### src/hw/rtl/sorted_alarm_timer_queue_unit_assert.svh
// ----------------------------------------------------------------------------
// Assertion macros for the sorted alarm timer queue
// Concurrent checks, compiled out when SYNTH is defined.
// ----------------------------------------------------------------------------
`ifndef SORTED_ALARM_TIMER_QUEUE_UNIT_ASSERT_SVH
`define SORTED_ALARM_TIMER_QUEUE_UNIT_ASSERT_SVH

`ifndef SYNTH

// holds at every clock edge outside reset
`define SATQ_ASSERT(lbl, clk, rstn, prop, msg) \
    lbl: assert property (@(posedge clk) disable iff (!rstn) (prop)) else $error(msg);

// consequent holds in the cycle after the antecedent
`define SATQ_ASSERT_NEXT(lbl, clk, rstn, ante, cons, msg) \
    lbl: assert property (@(posedge clk) disable iff (!rstn) (ante) |=> (cons)) \
        else $error(msg);

`else

`define SATQ_ASSERT(lbl, clk, rstn, prop, msg)
`define SATQ_ASSERT_NEXT(lbl, clk, rstn, ante, cons, msg)

`endif

`endif

### src/hw/rtl/satq_pkg.sv
// ----------------------------------------------------------------------------
// satq_pkg
// Types, constants and helpers shared by the sorted alarm timer queue.
// ----------------------------------------------------------------------------
`default_nettype none

package satq_pkg;

    localparam int QUEUE_DEPTH = 16;
    localparam int MAX_RESULTS = 16;
    localparam int IDX_W       = $clog2(QUEUE_DEPTH);
    localparam int CNT_W       = $clog2(QUEUE_DEPTH + 1);
    localparam int N_W         = $clog2(MAX_RESULTS + 1);

    localparam int TIME_W  = 32;
    localparam int DELAY_W = 20;
    localparam int TAG_W   = 8;

    localparam logic [TIME_W-1:0] EMPTY_WAKE_DELAY = 32'd1000;

    localparam logic REQ_INSERT = 1'b0;
    localparam logic REQ_CHECK  = 1'b1;

    typedef enum logic [1:0] {
        KIND_INS_OK   = 2'd0,
        KIND_INS_FULL = 2'd1,
        KIND_EXPIRED  = 2'd2,
        KIND_NONE     = 2'd3
    } result_kind_t;

    typedef enum logic [2:0] {
        ST_IDLE,
        ST_INS_EV,
        ST_INS_WR,
        ST_HEAD_RD,
        ST_HEAD_EV,
        ST_CHK_EV
    } state_t;

    typedef struct packed {
        logic [TIME_W-1:0]  deadline;
        logic [DELAY_W-1:0] delay;
        logic [TAG_W-1:0]   tag;
    } entry_t;

    typedef struct packed {
        logic             wr_en;
        logic [IDX_W-1:0] wr_addr;
        entry_t           wr_data;
        logic             rd_en;
        logic [IDX_W-1:0] rd_addr;
    } mem_req_t;

    typedef struct packed {
        result_kind_t       kind;
        logic [TAG_W-1:0]   tag;
        logic [DELAY_W-1:0] delay;
        logic [TIME_W-1:0]  wake;
        logic               last;
    } result_t;

    function automatic logic [TIME_W-1:0] sat_add(input logic [TIME_W-1:0] a,
                                                  input logic [TIME_W-1:0] b);
        logic [TIME_W:0] s;
        s = {1'b0, a} + {1'b0, b};
        return s[TIME_W] ? {TIME_W{1'b1}} : s[TIME_W-1:0];
    endfunction

    // circular buffer slot of a logical position
    function automatic logic [IDX_W-1:0] phys_idx(input logic [IDX_W-1:0] base,
                                                  input logic [IDX_W-1:0] off);
        logic [IDX_W:0] sum;
        sum = {1'b0, base} + {1'b0, off};
        if (sum >= (IDX_W + 1)'(QUEUE_DEPTH))
        begin
            sum = sum - (IDX_W + 1)'(QUEUE_DEPTH);
        end
        return sum[IDX_W-1:0];
    endfunction

endpackage

`default_nettype wire

### src/hw/rtl/satq_req_if.sv
// ----------------------------------------------------------------------------
// satq_req_if
// Request channel: insert or time-check beats.
// ----------------------------------------------------------------------------
`default_nettype none

interface satq_req_if;
    logic                          valid;
    logic                          ready;
    logic                          req_type;
    logic [satq_pkg::TIME_W-1:0]   now_time;
    logic [satq_pkg::DELAY_W-1:0]  delay_seconds;
    logic [satq_pkg::TAG_W-1:0]    alarm_tag;

    modport source (output valid, req_type, now_time, delay_seconds, alarm_tag,
                    input ready);
    modport sink   (input valid, req_type, now_time, delay_seconds, alarm_tag,
                    output ready);
endinterface

`default_nettype wire

### src/hw/rtl/satq_res_if.sv
// ----------------------------------------------------------------------------
// satq_res_if
// Result channel: one beat per result item.
// ----------------------------------------------------------------------------
`default_nettype none

interface satq_res_if;
    logic                          valid;
    logic                          ready;
    logic [1:0]                    result_kind;
    logic [satq_pkg::TAG_W-1:0]    expired_tag;
    logic [satq_pkg::DELAY_W-1:0]  expired_delay;
    logic [satq_pkg::TIME_W-1:0]   next_wake;
    logic                          is_last;

    modport source (output valid, result_kind, expired_tag, expired_delay,
                    next_wake, is_last, input ready);
    modport sink   (input valid, result_kind, expired_tag, expired_delay,
                    next_wake, is_last, output ready);
endinterface

`default_nettype wire

### src/hw/rtl/satq_store.sv
// ----------------------------------------------------------------------------
// satq_store
// Alarm entry memory: one write and one registered read per cycle.
// ----------------------------------------------------------------------------
`default_nettype none

module satq_store (
    input  wire logic               clk,
    input  wire satq_pkg::mem_req_t mem_req,
    output satq_pkg::entry_t        rd_data
);

    satq_pkg::entry_t store_reg [satq_pkg::QUEUE_DEPTH];
    satq_pkg::entry_t rd_data_reg;

    always_ff @(posedge clk)
    begin
        if (mem_req.wr_en)
        begin
            store_reg[mem_req.wr_addr] <= mem_req.wr_data;
        end
        if (mem_req.rd_en)
        begin
            rd_data_reg <= store_reg[mem_req.rd_addr];
        end
    end

    assign rd_data = rd_data_reg;

endmodule

`default_nettype wire

### src/hw/rtl/satq_ctrl.sv
// ----------------------------------------------------------------------------
// satq_ctrl
// Sequencer: sorted insert walk from the tail, expiry pops from the head.
// ----------------------------------------------------------------------------
`default_nettype none

`include "sorted_alarm_timer_queue_unit_assert.svh"

module satq_ctrl (
    input  wire logic               clk,
    input  wire logic               rst_n,
    satq_req_if.sink                req,
    output satq_pkg::mem_req_t      mem_req,
    input  wire satq_pkg::entry_t   rd_data,
    output logic                    emit_valid,
    output satq_pkg::result_t       emit,
    input  wire logic               emit_ready
);

    localparam int IDX_W = satq_pkg::IDX_W;
    localparam int CNT_W = satq_pkg::CNT_W;
    localparam int N_W   = satq_pkg::N_W;

    satq_pkg::state_t state_reg, state_next;

    logic [IDX_W-1:0]  head_reg;
    logic [CNT_W-1:0]  count_reg;
    logic [IDX_W-1:0]  idx_reg;
    logic [N_W-1:0]    n_reg;
    logic              pend_reg;
    satq_pkg::result_kind_t kind_reg;

    logic [satq_pkg::TIME_W-1:0]  now_reg;
    logic [satq_pkg::TIME_W-1:0]  dl_reg;
    logic [satq_pkg::DELAY_W-1:0] delay_reg;
    logic [satq_pkg::TAG_W-1:0]   tag_reg;
    logic [satq_pkg::DELAY_W-1:0] pdelay_reg;
    logic [satq_pkg::TAG_W-1:0]   ptag_reg;

    logic              accept;
    logic              full;
    logic              nonempty;
    logic [CNT_W-1:0]  cnt_m1;
    logic              shift;
    logic              due;
    logic              need_emit;
    logic              go;
    logic              pop;
    logic [satq_pkg::TIME_W-1:0] wake;

    assign req.ready = (state_reg == satq_pkg::ST_IDLE);
    assign accept    = req.valid && req.ready;
    assign full      = (count_reg == CNT_W'(satq_pkg::QUEUE_DEPTH));
    assign nonempty  = (count_reg != '0);
    assign cnt_m1    = count_reg - CNT_W'(1);
    assign shift     = (rd_data.deadline > dl_reg);
    assign due       = nonempty && (rd_data.deadline <= now_reg)
                       && (n_reg < N_W'(satq_pkg::MAX_RESULTS));
    assign wake      = nonempty ? rd_data.deadline
                                : satq_pkg::sat_add(now_reg, satq_pkg::EMPTY_WAKE_DELAY);
    assign need_emit = pend_reg || !due;
    assign go        = !need_emit || emit_ready;
    assign pop       = (state_reg == satq_pkg::ST_CHK_EV) && go && due;

    // next state
    always_comb
    begin
        state_next = state_reg;
        unique case (state_reg)
            satq_pkg::ST_IDLE:
            begin
                if (accept)
                begin
                    if (req.req_type == satq_pkg::REQ_CHECK)
                    begin
                        state_next = satq_pkg::ST_CHK_EV;
                    end
                    else if (full)
                    begin
                        state_next = satq_pkg::ST_HEAD_EV;
                    end
                    else if (!nonempty)
                    begin
                        state_next = satq_pkg::ST_INS_WR;
                    end
                    else
                    begin
                        state_next = satq_pkg::ST_INS_EV;
                    end
                end
            end
            satq_pkg::ST_INS_EV:
            begin
                if (!shift || (idx_reg == IDX_W'(1)))
                begin
                    state_next = satq_pkg::ST_INS_WR;
                end
            end
            satq_pkg::ST_INS_WR:  state_next = satq_pkg::ST_HEAD_RD;
            satq_pkg::ST_HEAD_RD: state_next = satq_pkg::ST_HEAD_EV;
            satq_pkg::ST_HEAD_EV:
            begin
                if (emit_ready)
                begin
                    state_next = satq_pkg::ST_IDLE;
                end
            end
            satq_pkg::ST_CHK_EV:
            begin
                if (go && !due)
                begin
                    state_next = satq_pkg::ST_IDLE;
                end
            end
            default: state_next = satq_pkg::ST_IDLE;
        endcase
    end

    // memory requests and result beats
    always_comb
    begin
        mem_req    = '0;
        emit_valid = 1'b0;
        emit       = '0;
        unique case (state_reg)
            satq_pkg::ST_IDLE:
            begin
                mem_req.rd_en = accept;
                if ((req.req_type == satq_pkg::REQ_CHECK) || full)
                begin
                    mem_req.rd_addr = head_reg;
                end
                else
                begin
                    mem_req.rd_addr = satq_pkg::phys_idx(head_reg, cnt_m1[IDX_W-1:0]);
                end
            end
            satq_pkg::ST_INS_EV:
            begin
                if (shift)
                begin
                    mem_req.wr_en   = 1'b1;
                    mem_req.wr_addr = satq_pkg::phys_idx(head_reg, idx_reg);
                    mem_req.wr_data = rd_data;
                    if (idx_reg != IDX_W'(1))
                    begin
                        mem_req.rd_en   = 1'b1;
                        mem_req.rd_addr = satq_pkg::phys_idx(head_reg,
                                                             idx_reg - IDX_W'(2));
                    end
                end
            end
            satq_pkg::ST_INS_WR:
            begin
                mem_req.wr_en            = 1'b1;
                mem_req.wr_addr          = satq_pkg::phys_idx(head_reg, idx_reg);
                mem_req.wr_data.deadline = dl_reg;
                mem_req.wr_data.delay    = delay_reg;
                mem_req.wr_data.tag      = tag_reg;
            end
            satq_pkg::ST_HEAD_RD:
            begin
                mem_req.rd_en   = 1'b1;
                mem_req.rd_addr = head_reg;
            end
            satq_pkg::ST_HEAD_EV:
            begin
                emit_valid = 1'b1;
                emit.kind  = kind_reg;
                emit.wake  = rd_data.deadline;
                emit.last  = 1'b1;
            end
            satq_pkg::ST_CHK_EV:
            begin
                emit_valid = need_emit;
                emit.wake  = wake;
                if (pend_reg)
                begin
                    emit.kind  = satq_pkg::KIND_EXPIRED;
                    emit.tag   = ptag_reg;
                    emit.delay = pdelay_reg;
                    emit.last  = !due;
                end
                else
                begin
                    emit.kind = satq_pkg::KIND_NONE;
                    emit.last = 1'b1;
                end
                if (pop)
                begin
                    mem_req.rd_en   = 1'b1;
                    mem_req.rd_addr = satq_pkg::phys_idx(head_reg, IDX_W'(1));
                end
            end
            default: ;
        endcase
    end

    always_ff @(posedge clk or negedge rst_n)
    begin
        if (!rst_n)
        begin
            state_reg <= satq_pkg::ST_IDLE;
            head_reg  <= '0;
            count_reg <= '0;
        end
        else
        begin
            state_reg <= state_next;
            if (state_reg == satq_pkg::ST_INS_WR)
            begin
                count_reg <= count_reg + CNT_W'(1);
            end
            else if (pop)
            begin
                count_reg <= cnt_m1;
                head_reg  <= satq_pkg::phys_idx(head_reg, IDX_W'(1));
            end
        end
    end

    // per-item working registers
    always_ff @(posedge clk)
    begin
        if (accept)
        begin
            now_reg   <= req.now_time;
            dl_reg    <= satq_pkg::sat_add(req.now_time,
                                           satq_pkg::TIME_W'(req.delay_seconds));
            delay_reg <= req.delay_seconds;
            tag_reg   <= req.alarm_tag;
            n_reg     <= '0;
            pend_reg  <= 1'b0;
            idx_reg   <= count_reg[IDX_W-1:0];
            kind_reg  <= full ? satq_pkg::KIND_INS_FULL : satq_pkg::KIND_INS_OK;
        end
        else if ((state_reg == satq_pkg::ST_INS_EV) && shift)
        begin
            idx_reg <= idx_reg - IDX_W'(1);
        end
        else if (pop)
        begin
            pend_reg   <= 1'b1;
            ptag_reg   <= rd_data.tag;
            pdelay_reg <= rd_data.delay;
            n_reg      <= n_reg + N_W'(1);
        end
    end

    `SATQ_ASSERT(a_count_range, clk, rst_n,
        count_reg <= CNT_W'(satq_pkg::QUEUE_DEPTH), "entry count beyond depth")
    `SATQ_ASSERT(a_head_valid, clk, rst_n,
        (state_reg != satq_pkg::ST_HEAD_EV) || nonempty, "wake read from empty queue")
    `SATQ_ASSERT(a_no_rw_clash, clk, rst_n,
        !(mem_req.wr_en && mem_req.rd_en && (mem_req.wr_addr == mem_req.rd_addr)),
        "read and write of the same slot")
    `SATQ_ASSERT_NEXT(a_pop_count, clk, rst_n, pop,
        count_reg == $past(count_reg) - CNT_W'(1), "pop did not shrink the queue")
    `SATQ_ASSERT(a_pop_limit, clk, rst_n,
        !pop || (n_reg < N_W'(satq_pkg::MAX_RESULTS)), "too many pops in one check")

endmodule

`default_nettype wire

### src/hw/rtl/satq_out.sv
// ----------------------------------------------------------------------------
// satq_out
// Result output register; frees the sequencer from the result channel.
// ----------------------------------------------------------------------------
`default_nettype none

module satq_out (
    input  wire logic              clk,
    input  wire logic              rst_n,
    input  wire logic              emit_valid,
    input  wire satq_pkg::result_t emit,
    output logic                   emit_ready,
    satq_res_if.source             res
);

    logic              valid_reg;
    satq_pkg::result_t data_reg;

    assign emit_ready = !valid_reg || res.ready;

    always_ff @(posedge clk or negedge rst_n)
    begin
        if (!rst_n)
        begin
            valid_reg <= 1'b0;
        end
        else if (emit_ready)
        begin
            valid_reg <= emit_valid;
        end
    end

    always_ff @(posedge clk)
    begin
        if (emit_ready && emit_valid)
        begin
            data_reg <= emit;
        end
    end

    assign res.valid         = valid_reg;
    assign res.result_kind   = data_reg.kind;
    assign res.expired_tag   = data_reg.tag;
    assign res.expired_delay = data_reg.delay;
    assign res.next_wake     = data_reg.wake;
    assign res.is_last       = data_reg.last;

endmodule

`default_nettype wire

### src/hw/rtl/sorted_alarm_timer_queue_unit.sv
// ----------------------------------------------------------------------------
// sorted_alarm_timer_queue_unit
// Deadline-sorted alarm queue in a circular entry memory.
//
//   channel    dir  beat
//   alarm_req  in   req_type, now_time, delay_seconds, alarm_tag
//   alarm_res  out  result_kind, expired_tag, expired_delay, next_wake, is_last
//
// Insert: a walk from the tail shifts later entries up one slot, then the new
// entry is written and the head re-read; a dropped insert on a full queue
// only reads the head. Time check: expired alarms pop from the head in turn;
// one memory read port sets the pace. Result back-pressure stretches both.
// Reset clears the pointers only; the entry memory needs no clearing pass.
// ----------------------------------------------------------------------------
`default_nettype none

module sorted_alarm_timer_queue_unit (
    input  wire logic  clk,
    input  wire logic  rst_n,
    satq_req_if.sink   alarm_req,
    satq_res_if.source alarm_res
);

    satq_pkg::mem_req_t mem_req;
    satq_pkg::entry_t   rd_data;
    satq_pkg::result_t  emit;
    logic               emit_valid;
    logic               emit_ready;

    satq_store u_store (
        .clk     (clk),
        .mem_req (mem_req),
        .rd_data (rd_data)
    );

    satq_ctrl u_ctrl (
        .clk        (clk),
        .rst_n      (rst_n),
        .req        (alarm_req),
        .mem_req    (mem_req),
        .rd_data    (rd_data),
        .emit_valid (emit_valid),
        .emit       (emit),
        .emit_ready (emit_ready)
    );

    satq_out u_out (
        .clk        (clk),
        .rst_n      (rst_n),
        .emit_valid (emit_valid),
        .emit       (emit),
        .emit_ready (emit_ready),
        .res        (alarm_res)
    );

endmodule

`default_nettype wire

### src/flat_wrapper.sv
// flat-port wrapper written by rule: the top's interface ports become plain ports
module sorted_alarm_timer_queue_unit_flat 
  (clk, rst_n, alarm_req_valid, alarm_req_req_type, alarm_req_now_time, alarm_req_delay_seconds, alarm_req_alarm_tag, alarm_req_ready, alarm_res_valid, alarm_res_result_kind, alarm_res_expired_tag, alarm_res_expired_delay, alarm_res_next_wake, alarm_res_is_last, alarm_res_ready);
  satq_req_if alarm_req_i ();
  satq_res_if alarm_res_i ();
  input  wire logic clk;
  input  wire logic rst_n;
  input wire logic [$bits(alarm_req_i.valid)-1:0] alarm_req_valid;
  input wire logic [$bits(alarm_req_i.req_type)-1:0] alarm_req_req_type;
  input wire logic [$bits(alarm_req_i.now_time)-1:0] alarm_req_now_time;
  input wire logic [$bits(alarm_req_i.delay_seconds)-1:0] alarm_req_delay_seconds;
  input wire logic [$bits(alarm_req_i.alarm_tag)-1:0] alarm_req_alarm_tag;
  output wire logic [$bits(alarm_req_i.ready)-1:0] alarm_req_ready;
  output wire logic [$bits(alarm_res_i.valid)-1:0] alarm_res_valid;
  output wire logic [$bits(alarm_res_i.result_kind)-1:0] alarm_res_result_kind;
  output wire logic [$bits(alarm_res_i.expired_tag)-1:0] alarm_res_expired_tag;
  output wire logic [$bits(alarm_res_i.expired_delay)-1:0] alarm_res_expired_delay;
  output wire logic [$bits(alarm_res_i.next_wake)-1:0] alarm_res_next_wake;
  output wire logic [$bits(alarm_res_i.is_last)-1:0] alarm_res_is_last;
  input wire logic [$bits(alarm_res_i.ready)-1:0] alarm_res_ready;
  assign alarm_req_i.valid = alarm_req_valid;
  assign alarm_req_i.req_type = alarm_req_req_type;
  assign alarm_req_i.now_time = alarm_req_now_time;
  assign alarm_req_i.delay_seconds = alarm_req_delay_seconds;
  assign alarm_req_i.alarm_tag = alarm_req_alarm_tag;
  assign alarm_req_ready = alarm_req_i.ready;
  assign alarm_res_valid = alarm_res_i.valid;
  assign alarm_res_result_kind = alarm_res_i.result_kind;
  assign alarm_res_expired_tag = alarm_res_i.expired_tag;
  assign alarm_res_expired_delay = alarm_res_i.expired_delay;
  assign alarm_res_next_wake = alarm_res_i.next_wake;
  assign alarm_res_is_last = alarm_res_i.is_last;
  assign alarm_res_i.ready = alarm_res_ready;
  sorted_alarm_timer_queue_unit u_core (.clk(clk), .rst_n(rst_n), .alarm_req(alarm_req_i), .alarm_res(alarm_res_i));
endmodule
### config.mk
export PLATFORM = sky130hd
export DESIGN_NAME = sorted_alarm_timer_queue_unit_flat
export DESIGN_NICKNAME = d
export VERILOG_FILES = /design/src/hw/rtl/satq_pkg.sv /design/src/hw/rtl/satq_req_if.sv /design/src/hw/rtl/satq_res_if.sv /design/src/hw/rtl/satq_store.sv /design/src/hw/rtl/satq_ctrl.sv /design/src/hw/rtl/satq_out.sv /design/src/hw/rtl/sorted_alarm_timer_queue_unit.sv /design/src/flat_wrapper.sv
export VERILOG_INCLUDE_DIRS = /design/src /design/src/hw/rtl
export SDC_FILE = /design/constraint.sdc
export NUM_CORES = 2
export LEC_CHECK = 0
export BUFFER_PORTS_ARGS = -buffer_cell sky130_fd_sc_hd__buf_4
export CAP_MARGIN = 20
export CORE_MARGIN = 2
export CORE_UTILIZATION = 45
export CTS_BUF_LIST = sky130_fd_sc_hd__clkbuf_8 sky130_fd_sc_hd__clkbuf_16
export DETAILED_ROUTE_END_ITERATION = 6
export SLEW_MARGIN = 20
export SYNTH_ARGS = -nofsm -noshare
export SYNTH_HDL_FRONTEND = slang
export SYNTH_HIERARCHICAL = 1
export SYNTH_SLANG_ARGS = --single-unit
### constraint.sdc
create_clock -name clk -period 12.9 [get_ports clk]
set_input_delay 0.645 -clock clk [delete_from_list [all_inputs] [get_ports clk]]
set_output_delay 0.645 -clock clk [all_outputs]
set_load 0.01 [all_outputs]
=== After elaboration in Yosys (flattened, before gate mapping) ===
Memory sizes are Yosys's and may differ from the RTL's. A register that Yosys moved wholly into a read port is not among the register bits.
Cells that the tools add are included.

* Equal/unequal tests: 12
* Shift operators: 0
* Bitwise operators: 3
* Div/mod/pow operators: 0
* Multipliers: 0
* Muxes and demuxes: 32
* Reductions and logical operators: 26
* Add/sub/neg operators: 15
* Magnitude comparators: 7

{| class="wikitable"
|+ Operator list
! kind !! number
|-
| 65-bit one-hot mux with 2 select lines || 1
|-
| 70-bit 2-to-1 mux || 1
|-
| 33-bit one-hot mux with 2 select lines || 1
|-
| 32-bit 2-to-1 mux || 2
|-
| 32-bit by 10-bit adder with 33-bit output, second input constant || 1
|-
| 32-bit by 20-bit adder with 33-bit output || 1
|-
| 32-bit greater-than comparator || 1
|-
| 32-bit <= comparator || 1
|-
| 4-bit 2-to-1 mux || 7
|-
| 5-bit greater-or-equal comparator, second input constant || 4
|-
| 5-bit 2-to-1 mux || 4
|-
| 5-bit one-hot mux with 4 select lines || 1
|-
| 4-bit by 1-bit subtractor with 4-bit output, second input constant || 5
|-
| 3-bit 2-to-1 mux || 6
|-
| 3-bit one-hot mux with 6 select lines || 1
|-
| 4-bit by 4-bit adder with 5-bit output || 3
|-
| 5-bit by 1-bit adder with 5-bit output, second input constant || 2
|-
| 1-bit logical AND || 8
|-
| 3-bit by 2-bit == test with 1-bit output, second input constant || 2
|-
| 3-bit == test, second input constant || 2
|-
| 2-bit AND reduction || 3
|-
| 4-bit by 1-bit adder with 5-bit output, second input constant || 1
|-
| 5-bit == test, second input constant || 1
|-
| 1-bit logical OR || 5
|-
| other kinds (19) || 31
|}

* Memories: 1
* Register bits: 208
* Logic and storage cells: 115
* Input port bits: 65
* Latch bits: 0
* RAM bits: 960
* Bits in read-only memories: 0
* Output and inout bits: 65

{| class="wikitable"
|+ Memory list
! name !! depth !! bits a word !! rd ports !! clocked after memory_dff !! write ports !! line !! RTL
|-
| u_core.u_store.store_reg || 16 || 60 || 1 || 1 || 1 || satq_store.sv:13 || <nowiki>satq_pkg::entry_t store_reg [satq_pkg::QUEUE_DEPTH];</nowiki>
|}

=== Logic depth before layout (Yosys ltp) ===
* Depth in word-level cells: 11
* Gate-level depth with buffers: 19
* Gate-level depth less buffers: 15

=== By module ===
The synthesis kept the hierarchy.

{| class="wikitable"
|+ Modules (own cells, without submodules)
! module !! area an instance (sq um) !! seq. area each (sq um) !! cells each !! instances
|-
| satq_store || 37,707.4 || 30,629.4 || 1,548 || 1
|-
| satq_ctrl || 10,048.4 || 4,174.0 || 1,048 || 1
|-
| satq_out || 1,945.6 || 1,916.8 || 67 || 1
|}

=== Least setup slack after synthesis ===
No wires, ideal clock.

* Path type: register to register
* Start point: register, netlist name u_core/u_store/rd_data[50]
* End point: memory u_core/u_store/store_reg[0][0] (netlist bit), enable pin
* Library setup time: 0.552 ns
* Required time: 12.348 ns
* Path buffers: 1
* Arrival: 6.776 ns
* Cell stages (with the launch flop): 12
* Path slack: 5.573 ns
* Period minus slack after synthesis: 7.327 ns
* Cell sequence: edfxtp_1 -> ha_1 -> nand4_1 -> nor4_1 -> nand2_1 -> o31a_1 -> o21a_1 -> clkbuf_1 -> nor2_1 -> nor2_1 -> or3b_2 -> nor3_1

{| class="wikitable"
|+ RTL lines
! what !! line
|-
| to (decl) || satq_store.sv:13
|}

==> impl_metrics.csv <==
group,metric,value,unit
run_status,status,"complete, no violations",
yosys,synth_top_area_share,73.0,%
worst_setup_path,critPathTopFamily,"simple AND/OR/NAND/NOR gates",
sta,finalWorstSetupSlack,5890,ps
clock_tree,insertion_delay,730,ps
detailed_routing,routed_wl,134000,µm
sta,tightest_slew,1150,ps
yosys,ys_ff_latch,1227,
floorplan,core-area,109000,µm²
worst_setup_path,crit_arrival,7580,ps
sta,slew_violations,0,
yosys,yosysTopAreaCell,"edfxtp_1",
detailed_routing,vias,27000,
detailed_routing,viasPerCell,6.06,
layout,nNetsFinal,3040,
yosys,yosysMostFrequentCell,"edfxtp_1",
worst_setup_path,max_stage_delay,950,ps
clock_tree,cts_tree,"yes",
yosys,yosys_warnings,6,
yosys,netlist_top_cells_count,"edfxtp_1, mux4_2, nand2_1",
power_and_ir_drop,power_density,258,nW/µm²
worst_setup_path,critical_path_class,"reg -> reg",
clock_tree,clock-sinks,1227,
worst_setup_path,crit_path_end_kind,"flop",
min_path,hold_path.class,"in -> reg",
yosys,synth_area,49700,µm²
clock_tree,cts_max_level,3,
sta,slew_headroom,23.6,%
detailed_routing,drt_iter0_markers,3433,
global_route,groute.usage.overall,23.8,%
layout,drive_gt1_share,22.6,%
worst_setup_path,crit_path_max_fanout,42,
worst_setup_path,critPathBufInv,3,
floorplan,initial_core_util,45.5,%
floorplan,die_w,336,µm
sta,hold_viol_final,0,
global_route,grt_pass1_wl,192000,µm
global_route,antenna_found_initial,11,
yosys,syn_avg_cell_area,18.7,µm²
floorplan,die_height,336,µm
sta,rsz0062_at_grt,"no",
yosys,synth.top_cells.by_area,"edfxtp_1, mux4_2, ha_1, a22oi_1, nand2_1",
worst_setup_path,cp_slowest_cell,"nor2_4",
sta,setup_viol,0,
clock_tree,cts_made_buffers,120,
detailed_routing,ant_nets,0,
clock_tree,postCtsHoldBufs,1,
sta,fmax,143,MHz
clock_tree,root_buffer,"clkbuf_16",
clock_tree,path_clk_slew,70,ps
job,maxCapViolations,0,
placed_design,io_buffers,129,
yosys,syn-num-nets,2833,
global_route,grt_pass1_vias,27200,
sta,min_period_over_period,54.4,%
floorplan,rows,121,
floorplan,io_pins,130,
clock_tree,cts_setup_buffers,0,
clock_tree,clockBufferDepth,3,
placed_design,dpl_worst_slack,6080,ps
global_route,grt_overflow,0,
power_and_ir_drop,ir_worst_vdd,0.000284,V
global_route,grtUsageMet3,4.70,%
yosys,synthFlopType,"edfxtp_1",
global_route,grt-busiest-layer,"met2",
yosys,synth_seq_area_share,73.9,%
worst_setup_path,worstSetupStartpointType,"flop",
clock_tree,cts_resized,0,
detailed_routing,dr.pass1.iters,5,
sta,min_period,7010,ps
worst_setup_path,cp_cell_sequence,"ha_1, nand4_1, nor4_1, a21boi_0, o31a_1, o31ai_4, nand2_2, clkinv_1, buf_4, nand2_1, o221ai_1, nor2_4, buf_4, a22oi_1, nand2_1",
yosys,synth.distinct_cells,70,
yosys,async_reset_ff_share,1.06,%
placed_design,gp_congestion,0.926,
global_route,grt_max_degree,129,
worst_setup_path,worstPathRequired,13470,ps
yosys,synthCells,2663,
layout,area_growth,14.0,%
layout,largest_reg_flops,960,
detailed_routing,drc_errors,0,
detailed_routing,wire_per_inst,30.1,µm
sta,finalSetupTns,0,ps
yosys,synth_edf_count,1208,
global_route,met1_usage,35.4,%
power_and_ir_drop,total_leakage_power,0.0191,µW
sta,clock_skew,44.1,ps
placed_design,hpwl,76400,µm
floorplan,die-area,113000,µm²
global_route,met2_usage,36.0,%
==> area by class of cell <==
class,instances,area [µm²]
fill,8708,52500
sequential,1227,36700
multi-input combinational,1222,12300
clock buffer,120,3000
tap,1476,1850
timing repair buffer,208,1630
clock inverter,104,848
inverter,91,344
antenna,1,2.50
==> final timing paths <==
| kind | startpoint | endpoint | slack (ps) | depth (start not counted) |
|---|---|---|---|---|
| setup / recovery | u_core/u_store/rd_data[42] | u_core/u_store/rd_data[32] | 5890 | 15 |
| min in group asynchronous | rst_n | u_core/u_ctrl/state_reg[0] | 340 | 2 |
| max in group asynchronous | rst_n | u_core/u_out/res.valid | 12350 | 2 |
| hold / removal | alarm_req_alarm_tag[1] | u_core/u_ctrl/tag_reg[1] | 90 | 1 |
| hold reg to reg | u_core/u_store/rd_data[27] | u_core/u_ctrl/pdelay_reg[19] | 450 | 0 |
| setup reg to reg | u_core/u_store/rd_data[42] | u_core/u_store/rd_data[32] | 5890 | 15 |
==> through the flow <==
stage / area (µm²) / hold WS, ps / util [%] / std cells / total power, µW
floorplan: 49700 / 349 / - / 2663 / 9490
global placement: 52700 / 447 / 48.3 / 4220 / 11200
detailed placement: 52700 / 438 / 48.3 / 4222 / 11300
CTS: 56600 / 34.0 / 51.8 / 4447 / 14700
global route: 56600 / 54.0 / 51.9 / 4448 / 15300
finish: 56600 / 91.7 / 51.9 / 4449 / 14600
==> worst register-to-register path, cell delays in order, from the launching register on <==
cell	delay, ps
edfxtp_1	520
ha_1	380
nand4_1	180
nor4_1	620
a21boi_0	490
o31a_1	300
o31ai_4	110
nand2_2	250
clkinv_1	600
buf_4	570
nand2_1	210
o221ai_1	350
nor2_4	950
buf_4	860
a22oi_1	290
nand2_1	170
==> cells in the final DEF (no fill, tap or decap), types with 5 or more instances in the layout <==
cell type  netlist  layout
mux2_2           5       5
a31oi_1         12      12
clkinv_1         0      37
a211oi_1         8       8
o211ai_1        11      11
nor4_1           7       7
clkinv_2         0      25
a21oi_1         61      61
nand2b_1         9       9
nand4_1         19      19
clkbuf_16        0     120
and3_1          39      38
nand3_1         23      23
nor2_1          57      43
dfrtp_1         13      13
a21o_1          15      15
inv_1           91     107
xor2_1          20      20
bufinv_16        0      11
nor2b_1         10       8
dfxtp_1          6       5
nor2_4           0      13
a22o_1          50      50
edfxtp_1      1208    1208
xnor2_1         43      43
nand2_1        193     192
ha_1           101     101
mux4_2         240     240
o21ai_0         80      74
a22oi_1        127     127
nor3_1          18      14
buf_4            4     202
and2_1           8       6
and4_1           6       6
==> cells by family after synthesis <==
kind of cell | count (synthesis) | synth area share (%)
xor+xnor | 63 | 1.11
flops | 1227 | 73.9
buf+inv | 214 | 1.86
compound gates | 396 | 5.48
mux | 247 | 11.0
simple gates | 411 | 3.94
fa+ha+maj | 105 | 2.70
==> routing by layer <==
layer | up-vias | share of wire (%) | wire length [µm]
li1 | 11200 | - | -
met1 | 14200 | 43 | 57500
met2 | 1273 | 45 | 60900
met5 | - | 0.049 | 65
met3 | 212 | 9.0 | 12000
met4 | 12 | 2.6 | 3550
==> power by group <==
group	total, µW	switching, µW	internal [µW]	leakage (µW)
clock	3420	1500	1910	0.00196
sequential	5800	311	5490	0.0114
combinational	5400	3240	2160	0.00581
Note: power is estimated with default switching activity, not from simulation.
